[config.mk]
export PLATFORM = sky130hd
export DESIGN_NAME = sorted_key_set_table_flat
export DESIGN_NICKNAME = d
export VERILOG_FILES = /design/src/skst_pkg.sv /design/src/skst_req_if.sv /design/src/skst_rsp_if.sv /design/src/sorted_key_set_table.sv /design/src/skst_ram.sv /design/src/flat_wrapper.sv
export SDC_FILE = /design/constraint.sdc
export NUM_CORES = 2
export LEC_CHECK = 0
export ABC_AREA = 1
export BUFFER_PORTS_ARGS = -buffer_cell sky130_fd_sc_hd__buf_2
export CAP_MARGIN = 20
export CORE_MARGIN = 5
export CORE_UTILIZATION = 25
export DETAILED_ROUTE_END_ITERATION = 6
export GPL_TIMING_DRIVEN = 1
export SLEW_MARGIN = 20
export SYNTH_ARGS = -nofsm -noshare
export SYNTH_HDL_FRONTEND = slang
export SYNTH_HIERARCHICAL = 1
export SYNTH_SLANG_ARGS = --single-unit
[constraint.sdc]
create_clock -name clk -period 7.3 [get_ports clk]
set_input_delay 0.73 -clock clk [delete_from_list [all_inputs] [get_ports clk]]
set_output_delay 0.73 -clock clk [all_outputs]
set_load 0.1 [all_outputs]
[src/skst_pkg.sv]
`default_nettype none
package skst_pkg;

  localparam int FUNC_W   = 2;
  localparam int KEY_W    = 31;
  localparam int STATUS_W = 2;
  localparam int POS_W    = 7;

  typedef logic [FUNC_W-1:0]   func_t;
  typedef logic [KEY_W-1:0]    key_t;
  typedef logic [POS_W-1:0]    pos_t;

  // Operation codes; the unused code is served as a lookup.
  typedef enum logic [FUNC_W-1:0] {
    OP_LOOKUP = 2'd0,
    OP_INSERT = 2'd1,
    OP_DELETE = 2'd2
  } op_t;

  typedef enum logic [STATUS_W-1:0] {
    ST_DONE   = 2'd0,
    ST_ABSENT = 2'd1,
    ST_DUP    = 2'd2,
    ST_FULL   = 2'd3
  } status_t;

  typedef enum logic [3:0] {
    S_IDLE,
    S_LOOK,
    S_CMP,
    S_INS_RD,
    S_INS_WR,
    S_INS_PUT,
    S_DEL_RD,
    S_DEL_WR,
    S_DEL_FIN,
    S_DONE
  } state_t;

endpackage
`default_nettype wire

[src/skst_req_if.sv]
`default_nettype none
interface skst_req_if;
  logic               valid;
  logic               ready;
  skst_pkg::func_t    func;
  skst_pkg::key_t     key;

  modport source (output valid, output func, output key, input ready);
  modport sink   (input valid, input func, input key, output ready);
endinterface
`default_nettype wire

[src/skst_rsp_if.sv]
`default_nettype none
interface skst_rsp_if;
  logic               valid;
  logic               ready;
  skst_pkg::status_t  status;
  skst_pkg::pos_t     position;
  skst_pkg::pos_t     entry_count;

  modport source (output valid, output status, output position, output entry_count,
                  input ready);
  modport sink   (input valid, input status, input position, input entry_count,
                  output ready);
endinterface
`default_nettype wire

[src/sorted_key_set_table.sv]
`default_nettype none
// Sorted key set table. Keeps up to CAPACITY unique keys in ascending order
// in one simple dual-port RAM.
// Request channel (req): func selects lookup, insert or delete of key; the
// unused func code acts as a lookup. Response channel (rsp): one word per
// request with status, the key's sorted position and the entry count after
// the operation.
// One request is worked on at a time. Each halving step of a binary search
// over the held entries reads the RAM, then compares. An insert then moves
// every larger key up one entry and a delete moves them down, each moved key
// read through the single RAM read port and then written back, and a final
// step finishes. The result passes through the done state into an output
// register; a request is taken again in the idle state after that, even while
// that response still waits.
// Reset empties the table at once; old RAM contents are never read because
// only read data from entries below the count is ever used.
// If the receiver stalls, a finished result waits in the done state until
// the output register frees up, and no further request is taken.
module sorted_key_set_table #(
  parameter int CAPACITY = 64
) (
  input  wire logic  clk,
  input  wire logic  rst,
  skst_req_if.sink   req,
  skst_rsp_if.source rsp
);

  localparam int AW = $clog2(CAPACITY);
  localparam int CW = $clog2(CAPACITY + 1);

  skst_pkg::state_t  state, state_next;
  logic [CW-1:0]     cnt;
  logic [CW-1:0]     lo, hi;
  logic              held;
  logic [AW-1:0]     j;
  skst_pkg::func_t   op_r;
  skst_pkg::key_t    key_r;
  skst_pkg::status_t status_r;

  logic [CW:0]       mid_sum;
  logic [CW-1:0]     mid_cw;
  logic [AW-1:0]     mid;
  logic [CW-1:0]     j_cw;
  logic              search_end;
  logic              do_ins;
  logic              do_del;
  logic              out_free;

  logic              ram_we;
  logic [AW-1:0]     ram_waddr;
  skst_pkg::key_t    ram_wdata;
  logic [AW-1:0]     ram_raddr;
  skst_pkg::key_t    ram_rdata;

  logic [CW+6:0]     pos_ext;
  logic [CW+6:0]     cnt_ext;

  skst_ram #(
    .WIDTH (skst_pkg::KEY_W),
    .DEPTH (CAPACITY)
  ) u_ram (
    .clk   (clk),
    .we    (ram_we),
    .waddr (ram_waddr),
    .wdata (ram_wdata),
    .raddr (ram_raddr),
    .rdata (ram_rdata)
  );

  assign mid_sum    = {1'b0, lo} + {1'b0, hi};
  assign mid_cw     = mid_sum[CW:1];
  assign mid        = mid_sum[AW:1];
  assign j_cw       = CW'(j);
  assign search_end = !(lo < hi);
  assign do_ins     = (op_r == skst_pkg::OP_INSERT) && !held && (cnt < CW'(CAPACITY));
  assign do_del     = (op_r == skst_pkg::OP_DELETE) && held;
  assign out_free   = !rsp.valid || rsp.ready;
  assign req.ready  = (state == skst_pkg::S_IDLE);
  assign pos_ext    = {7'd0, lo};
  assign cnt_ext    = {7'd0, cnt};

  // Next state.
  always_comb begin
    state_next = state;
    unique case (state)
      skst_pkg::S_IDLE: begin
        if (req.valid) state_next = skst_pkg::S_LOOK;
      end
      skst_pkg::S_LOOK: begin
        if (!search_end) begin
          state_next = skst_pkg::S_CMP;
        end else if (do_ins) begin
          state_next = (cnt > lo) ? skst_pkg::S_INS_RD : skst_pkg::S_INS_PUT;
        end else if (do_del) begin
          state_next = ((lo + CW'(1)) < cnt) ? skst_pkg::S_DEL_RD : skst_pkg::S_DEL_FIN;
        end else begin
          state_next = skst_pkg::S_DONE;
        end
      end
      skst_pkg::S_CMP:     state_next = skst_pkg::S_LOOK;
      skst_pkg::S_INS_RD:  state_next = skst_pkg::S_INS_WR;
      skst_pkg::S_INS_WR: begin
        state_next = (j_cw == lo) ? skst_pkg::S_INS_PUT : skst_pkg::S_INS_RD;
      end
      skst_pkg::S_INS_PUT: state_next = skst_pkg::S_DONE;
      skst_pkg::S_DEL_RD:  state_next = skst_pkg::S_DEL_WR;
      skst_pkg::S_DEL_WR: begin
        state_next = ((j_cw + CW'(1)) == cnt) ? skst_pkg::S_DEL_FIN : skst_pkg::S_DEL_RD;
      end
      skst_pkg::S_DEL_FIN: state_next = skst_pkg::S_DONE;
      skst_pkg::S_DONE: begin
        if (out_free) state_next = skst_pkg::S_IDLE;
      end
      default:             state_next = skst_pkg::S_IDLE;
    endcase
  end

  // RAM control.
  always_comb begin
    ram_we    = 1'b0;
    ram_waddr = j;
    ram_wdata = ram_rdata;
    ram_raddr = mid;
    unique case (state)
      skst_pkg::S_INS_RD,
      skst_pkg::S_DEL_RD: ram_raddr = j;
      skst_pkg::S_INS_WR: begin
        ram_we    = 1'b1;
        ram_waddr = j + AW'(1);
      end
      skst_pkg::S_DEL_WR: begin
        ram_we    = 1'b1;
        ram_waddr = j - AW'(1);
      end
      skst_pkg::S_INS_PUT: begin
        ram_we    = 1'b1;
        ram_waddr = AW'(lo);
        ram_wdata = key_r;
      end
      default: begin
        ram_we = 1'b0;
      end
    endcase
  end

  always_ff @(posedge clk) begin
    if (rst) begin
      state     <= skst_pkg::S_IDLE;
      cnt       <= '0;
      rsp.valid <= 1'b0;
    end else begin
      state <= state_next;
      // A new word loaded in the done state replaces the one just taken.
      if (rsp.valid && rsp.ready && (state != skst_pkg::S_DONE)) rsp.valid <= 1'b0;
      unique case (state)
        skst_pkg::S_IDLE: begin
          if (req.valid) begin
            op_r  <= req.func;
            key_r <= req.key;
            lo    <= '0;
            hi    <= cnt;
            held  <= 1'b0;
          end
        end
        skst_pkg::S_LOOK: begin
          if (search_end) begin
            if (do_ins) begin
              status_r <= skst_pkg::ST_DONE;
              j        <= AW'(cnt - CW'(1));
            end else if (do_del) begin
              status_r <= skst_pkg::ST_DONE;
              j        <= AW'(lo + CW'(1));
            end else if (op_r == skst_pkg::OP_INSERT) begin
              status_r <= held ? skst_pkg::ST_DUP : skst_pkg::ST_FULL;
            end else begin
              status_r <= held ? skst_pkg::ST_DONE : skst_pkg::ST_ABSENT;
            end
          end
        end
        skst_pkg::S_CMP: begin
          // Keys are unique, so a hit pins the search at that entry.
          if (key_r > ram_rdata) begin
            lo <= mid_cw + CW'(1);
          end else begin
            hi <= mid_cw;
          end
          if (key_r == ram_rdata) held <= 1'b1;
        end
        skst_pkg::S_INS_WR: begin
          if (j_cw != lo) j <= j - AW'(1);
        end
        skst_pkg::S_INS_PUT: cnt <= cnt + CW'(1);
        skst_pkg::S_DEL_WR:  j <= j + AW'(1);
        skst_pkg::S_DEL_FIN: cnt <= cnt - CW'(1);
        skst_pkg::S_DONE: begin
          if (out_free) begin
            rsp.valid       <= 1'b1;
            rsp.status      <= status_r;
            rsp.position    <= pos_ext[6:0];
            rsp.entry_count <= cnt_ext[6:0];
          end
        end
        default: begin
        end
      endcase
    end
  end

  a_cnt_bound: assert property (@(posedge clk) disable iff (rst)
    cnt <= CW'(CAPACITY))
    else $error("entry count above capacity");

  a_write_op: assert property (@(posedge clk) disable iff (rst)
    ram_we |-> (op_r == skst_pkg::OP_INSERT || op_r == skst_pkg::OP_DELETE))
    else $error("table written by a lookup");

  a_search_range: assert property (@(posedge clk) disable iff (rst)
    (state == skst_pkg::S_LOOK) |-> (lo <= hi && hi <= cnt))
    else $error("search bounds crossed");

  a_cnt_hold: assert property (@(posedge clk) disable iff (rst)
    !(state == skst_pkg::S_INS_PUT || state == skst_pkg::S_DEL_FIN) |=> $stable(cnt))
    else $error("entry count changed outside an insert or delete");

endmodule
`default_nettype wire

[src/skst_ram.sv]
`default_nettype none
module skst_ram #(
  parameter int WIDTH = 31,
  parameter int DEPTH = 64
) (
  input  wire logic                     clk,
  input  wire logic                     we,
  input  wire logic [$clog2(DEPTH)-1:0] waddr,
  input  wire logic [WIDTH-1:0]         wdata,
  input  wire logic [$clog2(DEPTH)-1:0] raddr,
  output logic      [WIDTH-1:0]         rdata
);

  logic [WIDTH-1:0] mem [DEPTH];

  always_ff @(posedge clk) begin
    if (we) begin
      mem[waddr] <= wdata;
    end
    rdata <= mem[raddr];
  end

endmodule
`default_nettype wire
[src/flat_wrapper.sv]
// flat-port wrapper written by rule: the top's interface ports become plain ports
module sorted_key_set_table_flat 
#(
  parameter int CAPACITY = 64
)
  (clk, rst, req_valid, req_func, req_key, req_ready, rsp_valid, rsp_status, rsp_position, rsp_entry_count, rsp_ready);
  skst_req_if req_i ();
  skst_rsp_if rsp_i ();
  input  wire logic clk;
  input  wire logic rst;
  input wire logic [$bits(req_i.valid)-1:0] req_valid;
  input wire logic [$bits(req_i.func)-1:0] req_func;
  input wire logic [$bits(req_i.key)-1:0] req_key;
  output wire logic [$bits(req_i.ready)-1:0] req_ready;
  output wire logic [$bits(rsp_i.valid)-1:0] rsp_valid;
  output wire logic [$bits(rsp_i.status)-1:0] rsp_status;
  output wire logic [$bits(rsp_i.position)-1:0] rsp_position;
  output wire logic [$bits(rsp_i.entry_count)-1:0] rsp_entry_count;
  input wire logic [$bits(rsp_i.ready)-1:0] rsp_ready;
  assign req_i.valid = req_valid;
  assign req_i.func = req_func;
  assign req_i.key = req_key;
  assign req_ready = req_i.ready;
  assign rsp_valid = rsp_i.valid;
  assign rsp_status = rsp_i.status;
  assign rsp_position = rsp_i.position;
  assign rsp_entry_count = rsp_i.entry_count;
  assign rsp_i.ready = rsp_ready;
  sorted_key_set_table #(.CAPACITY(CAPACITY)) u_core (.clk(clk), .rst(rst), .req(req_i), .rsp(rsp_i));
endmodule
Yosys cells after proc, flatten, opt, wreduce, memory -nomap -nowiden
Memories as Yosys holds them, arrays and structs flattened. A register that Yosys moved wholly into a read port is not among the register bits.
Cells that the tools add are included.
{"block": "classes", "muxes": 37, "reduce_logical": 24, "eq_ne": 24, "n_lt_le_gt_ge": 5, "add_sub_neg": 8, "n_bitwise": 2}
{"operator": "case mux 7 bit (2 select lines)", "count": 3}
{"operator": "case mux 4 bit (9 select lines)", "count": 1}
{"operator": "case mux 6 bit (3 select lines)", "count": 2}
{"operator": "equality test 31 bit", "count": 1}
{"operator": "greater-than comparator 31 bit", "count": 1}
{"operator": "2-to-1 mux 31 bit", "count": 1}
{"operator": "2-to-1 mux 6 bit", "count": 5}
{"operator": "2-to-1 mux 4 bit", "count": 7}
{"operator": "2-to-1 mux 7 bit", "count": 4}
{"operator": "adder 7 x 1 -> 7 bit, second input constant", "count": 3}
{"operator": "equality test 4 x 3 -> 1 bit, second input constant", "count": 4}
{"operator": "less-than comparator 7 bit", "count": 2}
{"operator": "AND reduction 4 bit", "count": 3}
{"operator": "2-to-1 mux 1 bit", "count": 10}
{"operator": "AND reduction 3 bit", "count": 3}
{"operator": "adder 7 x 7 -> 8 bit", "count": 1}
{"operator": "equality test 4 x 2 -> 1 bit, second input constant", "count": 2}
{"operator": "equality test 4 bit, second input constant", "count": 2}
{"operator": "inequality test 2 x 1 -> 1 bit, second input constant", "count": 4}
{"operator": "adder 6 x 1 -> 7 bit, second input constant", "count": 1}
{"operator": "equality test 6 x 7 -> 1 bit", "count": 1}
{"operator": "equality test 7 bit", "count": 1}
{"operator": "greater-than comparator 7 bit", "count": 1}
{"operator": "less-than comparator 7 bit, second input constant", "count": 1}
{"operator": "24 further kinds", "count": 36}
{"block": "word_totals", "ff_bits": 84, "out_inout_bits": 18, "in_bits": 37, "mem_bits_rw": 1984, "memories": 1, "word_cells": 114}
{"memory": "u_core.u_ram.mem", "depth": 64, "width": 31, "read_ports": 1, "rd_clocked_by_memory_dff": 1, "write_ports": 1, "line_no": "skst_ram.sv:14", "text": "logic [WIDTH-1:0] mem [DEPTH];"}

Depth between registers and ports, before layout
{"block": "depth", "ltp_word": 7, "mapped_depth": 20, "depth_no_buf": 18}

Cells and area by module
Netlist, hierarchy kept.
{"module": "skst_ram", "cells_per_inst": 6726, "n_inst": 1, "area_each_um2": 80462.2}
{"module": "sorted_key_set_table", "cells_per_inst": 771, "n_inst": 1, "area_each_um2": 6122.1}

Worst setup path before layout
OpenSTA, ideal clock, no wires.
{"block": "synth_timing", "path_kind": "register to register", "startpoint": "register u_core.j[0]", "endpoint": "memory u_core.u_ram.mem[48][0], enable pin", "t_arrival_ps": 4671, "path_slack_ps": 2131, "stages_incl_launch_ff": 11, "cell_sequence": "edfxtp_1 -> ha_1 -> nand2_1 -> inv_1 -> nand2_1 -> nand2_1 -> nor2_1 -> a221oi_1 -> o21ai_0 -> nand4_1 -> nor4_1"}
{"block": "synth_between", "elab_chain_cells": 2}
{"item": "start, declared", "line_no": "sorted_key_set_table.sv:35", "text": "logic [AW-1:0] j;"}
{"item": "start signal, assigned", "line_no": "sorted_key_set_table.sv:169", "text": "j <= AW'(cnt - CW'(1));"}
{"item": "start signal, assigned", "line_no": "sorted_key_set_table.sv:172", "text": "j <= AW'(lo + CW'(1));"}
{"item": "start signal, assigned", "line_no": "sorted_key_set_table.sv:190", "text": "if (j_cw != lo) j <= j - AW'(1);"}
{"item": "subtractor 6 x 1 -> 6 bit or adder 6 x 1 -> 6 bit (tied branches)", "line_no": "sorted_key_set_table.sv:133, sorted_key_set_table.sv:129"}
{"item": "case mux 6 bit (3 select lines) *", "line_no": "sorted_key_set_table.sv:124", "text": "unique case (state)"}
{"item": "net u_core.ram_waddr[4]", "line_no": "sorted_key_set_table.sv:50", "text": "logic [AW-1:0] ram_waddr;"}
{"item": "end, declared", "line_no": "skst_ram.sv:14"}
Mark *: on every way through the listed nets, which the timed path passes. The rest lies on a longest branch.

Final worst setup path
{"block": "layout_timing", "startpoint": "register u_core.state[1]", "endpoint": "memory u_core.u_ram.mem[6][23], enable pin"}
{"item": "start, declared", "line_no": "sorted_key_set_table.sv:31", "text": "skst_pkg::state_t state, state_next;"}
{"item": "start signal, assigned", "line_no": "sorted_key_set_table.sv:148", "text": "state <= skst_pkg::S_IDLE;"}
{"item": "start signal, assigned", "line_no": "sorted_key_set_table.sv:152", "text": "state <= state_next;"}
{"item": "equality test 4 x 3 -> 1 bit", "line_no": "sorted_key_set_table.sv:124"}
{"item": "case mux 6 bit (3 select lines) *", "line_no": "sorted_key_set_table.sv:124"}
{"item": "net u_core.ram_waddr[1]", "line_no": "sorted_key_set_table.sv:50"}
Marked as above.

==> flow_metrics.env <==
export IMPL_nets=7551
export IMPL_port_buffers=54
export IMPL_numCtsBuffers=202
export IMPL_synth_area_leader_cell="edfxtp_1"
export IMPL_period_needed_ns=4.92
export IMPL_start_util=0.250
export IMPL_post_dp_hpwl_um=142000
export IMPL_gr_usage_all_layers=0.137
export IMPL_syn2layout_area_growth_pct=14.8
export IMPL_yosysSeqAreaShare=0.723
export IMPL_vias=57352
export IMPL_critPathKind="flop to flop"
export IMPL_whs_ns=0.0749
export IMPL_drt_total_wl_um=255000
export IMPL_rr_worst_depth=10
export IMPL_end_kind="flop"
export IMPL_clkSinkCount=2099
export IMPL_finalHoldViolCount=0
export IMPL_synth_area_leaders="edfxtp_1, nand2_1, nand3_1"
export IMPL_synth_area_mm2=0.0866
export IMPL_start_kind="flop"
export IMPL_hold_buffers=0
export IMPL_gp_congestion=0.878
export IMPL_drive_gt1_frac=0.0808
export IMPL_clock_fmax_mhz=203
export IMPL_drt_iter0_drc=7241
export IMPL_slew_viol_final=0
export IMPL_fin_skew_ns=0.0308
export IMPL_synth_cell_types=46
export IMPL_dr_pass1_iters=6
export IMPL_ios=55
export IMPL_tritoncts="yes"
export IMPL_r2r_setup_slack_ns=2.38
export IMPL_finalSetupViolations=0
export IMPL_status="complete, no violations"
export IMPL_cp_startpoint="u_core/state[1]$_SDFFE_PP0P_"
export IMPL_synth_seq_cells=2099
export IMPL_fillers=34819
export IMPL_critical_path_endpoint="u_core/u_ram/mem[6][23]$_DFFE_PP_"
export IMPL_drtAntennaViolNets=0
export IMPL_die_area_mm2=0.358
export IMPL_finalCritPeriodShare=0.673
export IMPL_path_max_fanout=31
export IMPL_final_cell_mix="nand2_1, edfxtp_1, nand3_1, clkbuf_16, inv_1"
export IMPL_core_area_mm2=0.346
export IMPL_syn_nets=7598
export IMPL_final_cells=12199
export IMPL_antenna_found_initial=11
export IMPL_yosysTopAreaCellShare=0.713
export IMPL_tns_ns=0
export IMPL_r2r_end="u_core/u_ram/mem[6][23]$_DFFE_PP_"
export IMPL_die_w_um=599
export IMPL_clk_pin_slew_ns=0.06
export IMPL_avgSynthCellArea_um2=11.5
export IMPL_ff_latch_area_mm2=0.0626
export IMPL_crit_arrival_ns=5.34
export IMPL_yosysWarnings=6
export IMPL_grt_pass1_vias=53643
export IMPL_rows=216
export IMPL_synthCells=7497
export IMPL_wl_per_cell_um=20.9
export IMPL_layout_commonest_cell="nand2_1"
export IMPL_htreeDepth=4
export IMPL_multi_input_area_mm2=0.0222
export IMPL_cts_resized=0
export IMPL_drc=0
export IMPL_tightest_slew_ns=1.14
export IMPL_postCtsSetupBuffers=0
export IMPL_clockBufferDepth=3
export IMPL_dp_cells=11814
export IMPL_cap_violations=0
export IMPL_grt_pass1_wl_um=370000
export IMPL_vias_per_cell=4.70
export IMPL_cp_required_ns=7.73
export IMPL_hold_class="primary input to flop"
export IMPL_die_h_um=599
export IMPL_rr_startpoint="u_core/state[1]$_SDFFE_PP0P_"
export IMPL_grt_max_degree=158
export IMPL_insertion_delay_ns=0.83
export IMPL_grt_overflow=0
export IMPL_maxSlewHeadroom=0.235
export IMPL_rsz0062_at_grt="no"
export IMPL_cts_root_buf="clkbuf_16"
[sequential cells by signal, summed over array words and instances, names as in the netlist]
register	flops
u_core/rsp.entry_count	7
u_core/cnt	7
u_core/u_ram/mem	1984
u_core/key_r	31
u_core/op_r	2
u_core/j	6
u_core/rsp.valid	1
u_core/u_ram/rdata	31
u_core/lo	7
u_core/hi	7
u_core/status_r	2
u_core/rsp.status	2
u_core/state	4
u_core/held	1
u_core/rsp.position	7
[synthesized netlist by cell type (all sizes together)]
cell,count
a311oi,1
o221ai,3
xnor2,4
clkbuf,75
nor3b,1
nand3b,1
fa,1
nor3,14
o211ai,4
ha,63
o21bai,1
inv,131
o21ai,66
edfxtp,2056
o2111ai,3
a211oi,2
clkinv,1
buf,375
dfxtp,43
nand2,2709
a31oi,1
or2,1
nand4,19
a21oi,43
nor2,121
nand3,1725
o22ai,1
xor2,14
o21a,2
and2,1
a21o,4
a221oi,3
nor4,8
[metal layers]
metal / vias up / track usage / part of all wire
met5: - / 0 / 0.00069
met4: 6 / 0.0524 / 0.041
met3: 470 / 0.0269 / 0.094
met2: 2626 / 0.216 / 0.46
met1: 28043 / 0.188 / 0.41
li1: 26207 / - / -
[how the worst min path moves through the flow]
stage | from | endpoint | slack [ns] | depth (start not counted)
2_1_floorplan | u_core/status_r[0]$_SDFFCE_PP0P_ | u_core/rsp.status[0]$_DFFE_PP_ | 0.40 | 0
3_3_place_gp | u_core/status_r[0]$_SDFFCE_PP0P_ | u_core/rsp.status[0]$_DFFE_PP_ | 0.42 | 0
3_5_place_dp | u_core/status_r[1]$_SDFFCE_PP0P_ | u_core/rsp.status[1]$_DFFE_PP_ | 0.42 | 0
4_1_cts | req_key[7] | u_core/key_r[7]$_DFFE_PP_ | 0.01 | 1
5_1_grt | req_key[7] | u_core/key_r[7]$_DFFE_PP_ | 0.03 | 1
6_report | req_key[7] | u_core/key_r[7]$_DFFE_PP_ | 0.07 | 1
[worst max-delay path: stages (launching register included)]
cell,delay (ns)
dfxtp_1,0.32
inv_2,0.15
nand2_2,0.12
nor2_4,0.68
inv_2,0.22
o22ai_1,0.21
a21oi_1,0.06
o21ai_1,0.54
nand4_1,0.83
buf_4,0.49
nor2_4,0.84
[final cells by class]
class	count	share of cell area
Sequential cell	2099	0.630
Tap cell	4578	0.0576
Clock inverter	104	0.00913
Antenna cell	5	0.000126
Timing Repair Buffer	199	0.0196
Multi-Input combinational cell	4816	0.224
Clock buffer	266	0.0548
Inverter	132	0.00524
[through the flow]
stage	area [µm²]	util	setup WS [ns]
3_5_place_dp	92800	0.268	2.45
2_1_floorplan	86600	-	2.13
5_1_grt	99400	0.288	2.25
4_1_cts	99100	0.287	2.42
6_report	99400	0.288	2.38
3_3_place_gp	92500	0.268	2.51
[cell families (layout without fill, tap and decap cells)]
logic type	Yosys count	after routing	share of synthesized area
other cells	0	5	0
simple gates	4600	4600	0.227
compound gates	134	134	0.00860
flops	2099	2099	0.723
fa+ha+maj	64	64	0.00934
buf+inv	582	701	0.0306
xor+xnor	18	18	0.00182
Power is not shown: default switching activity piles up to over one toggle a cycle in this logic, so the estimate is an artifact.
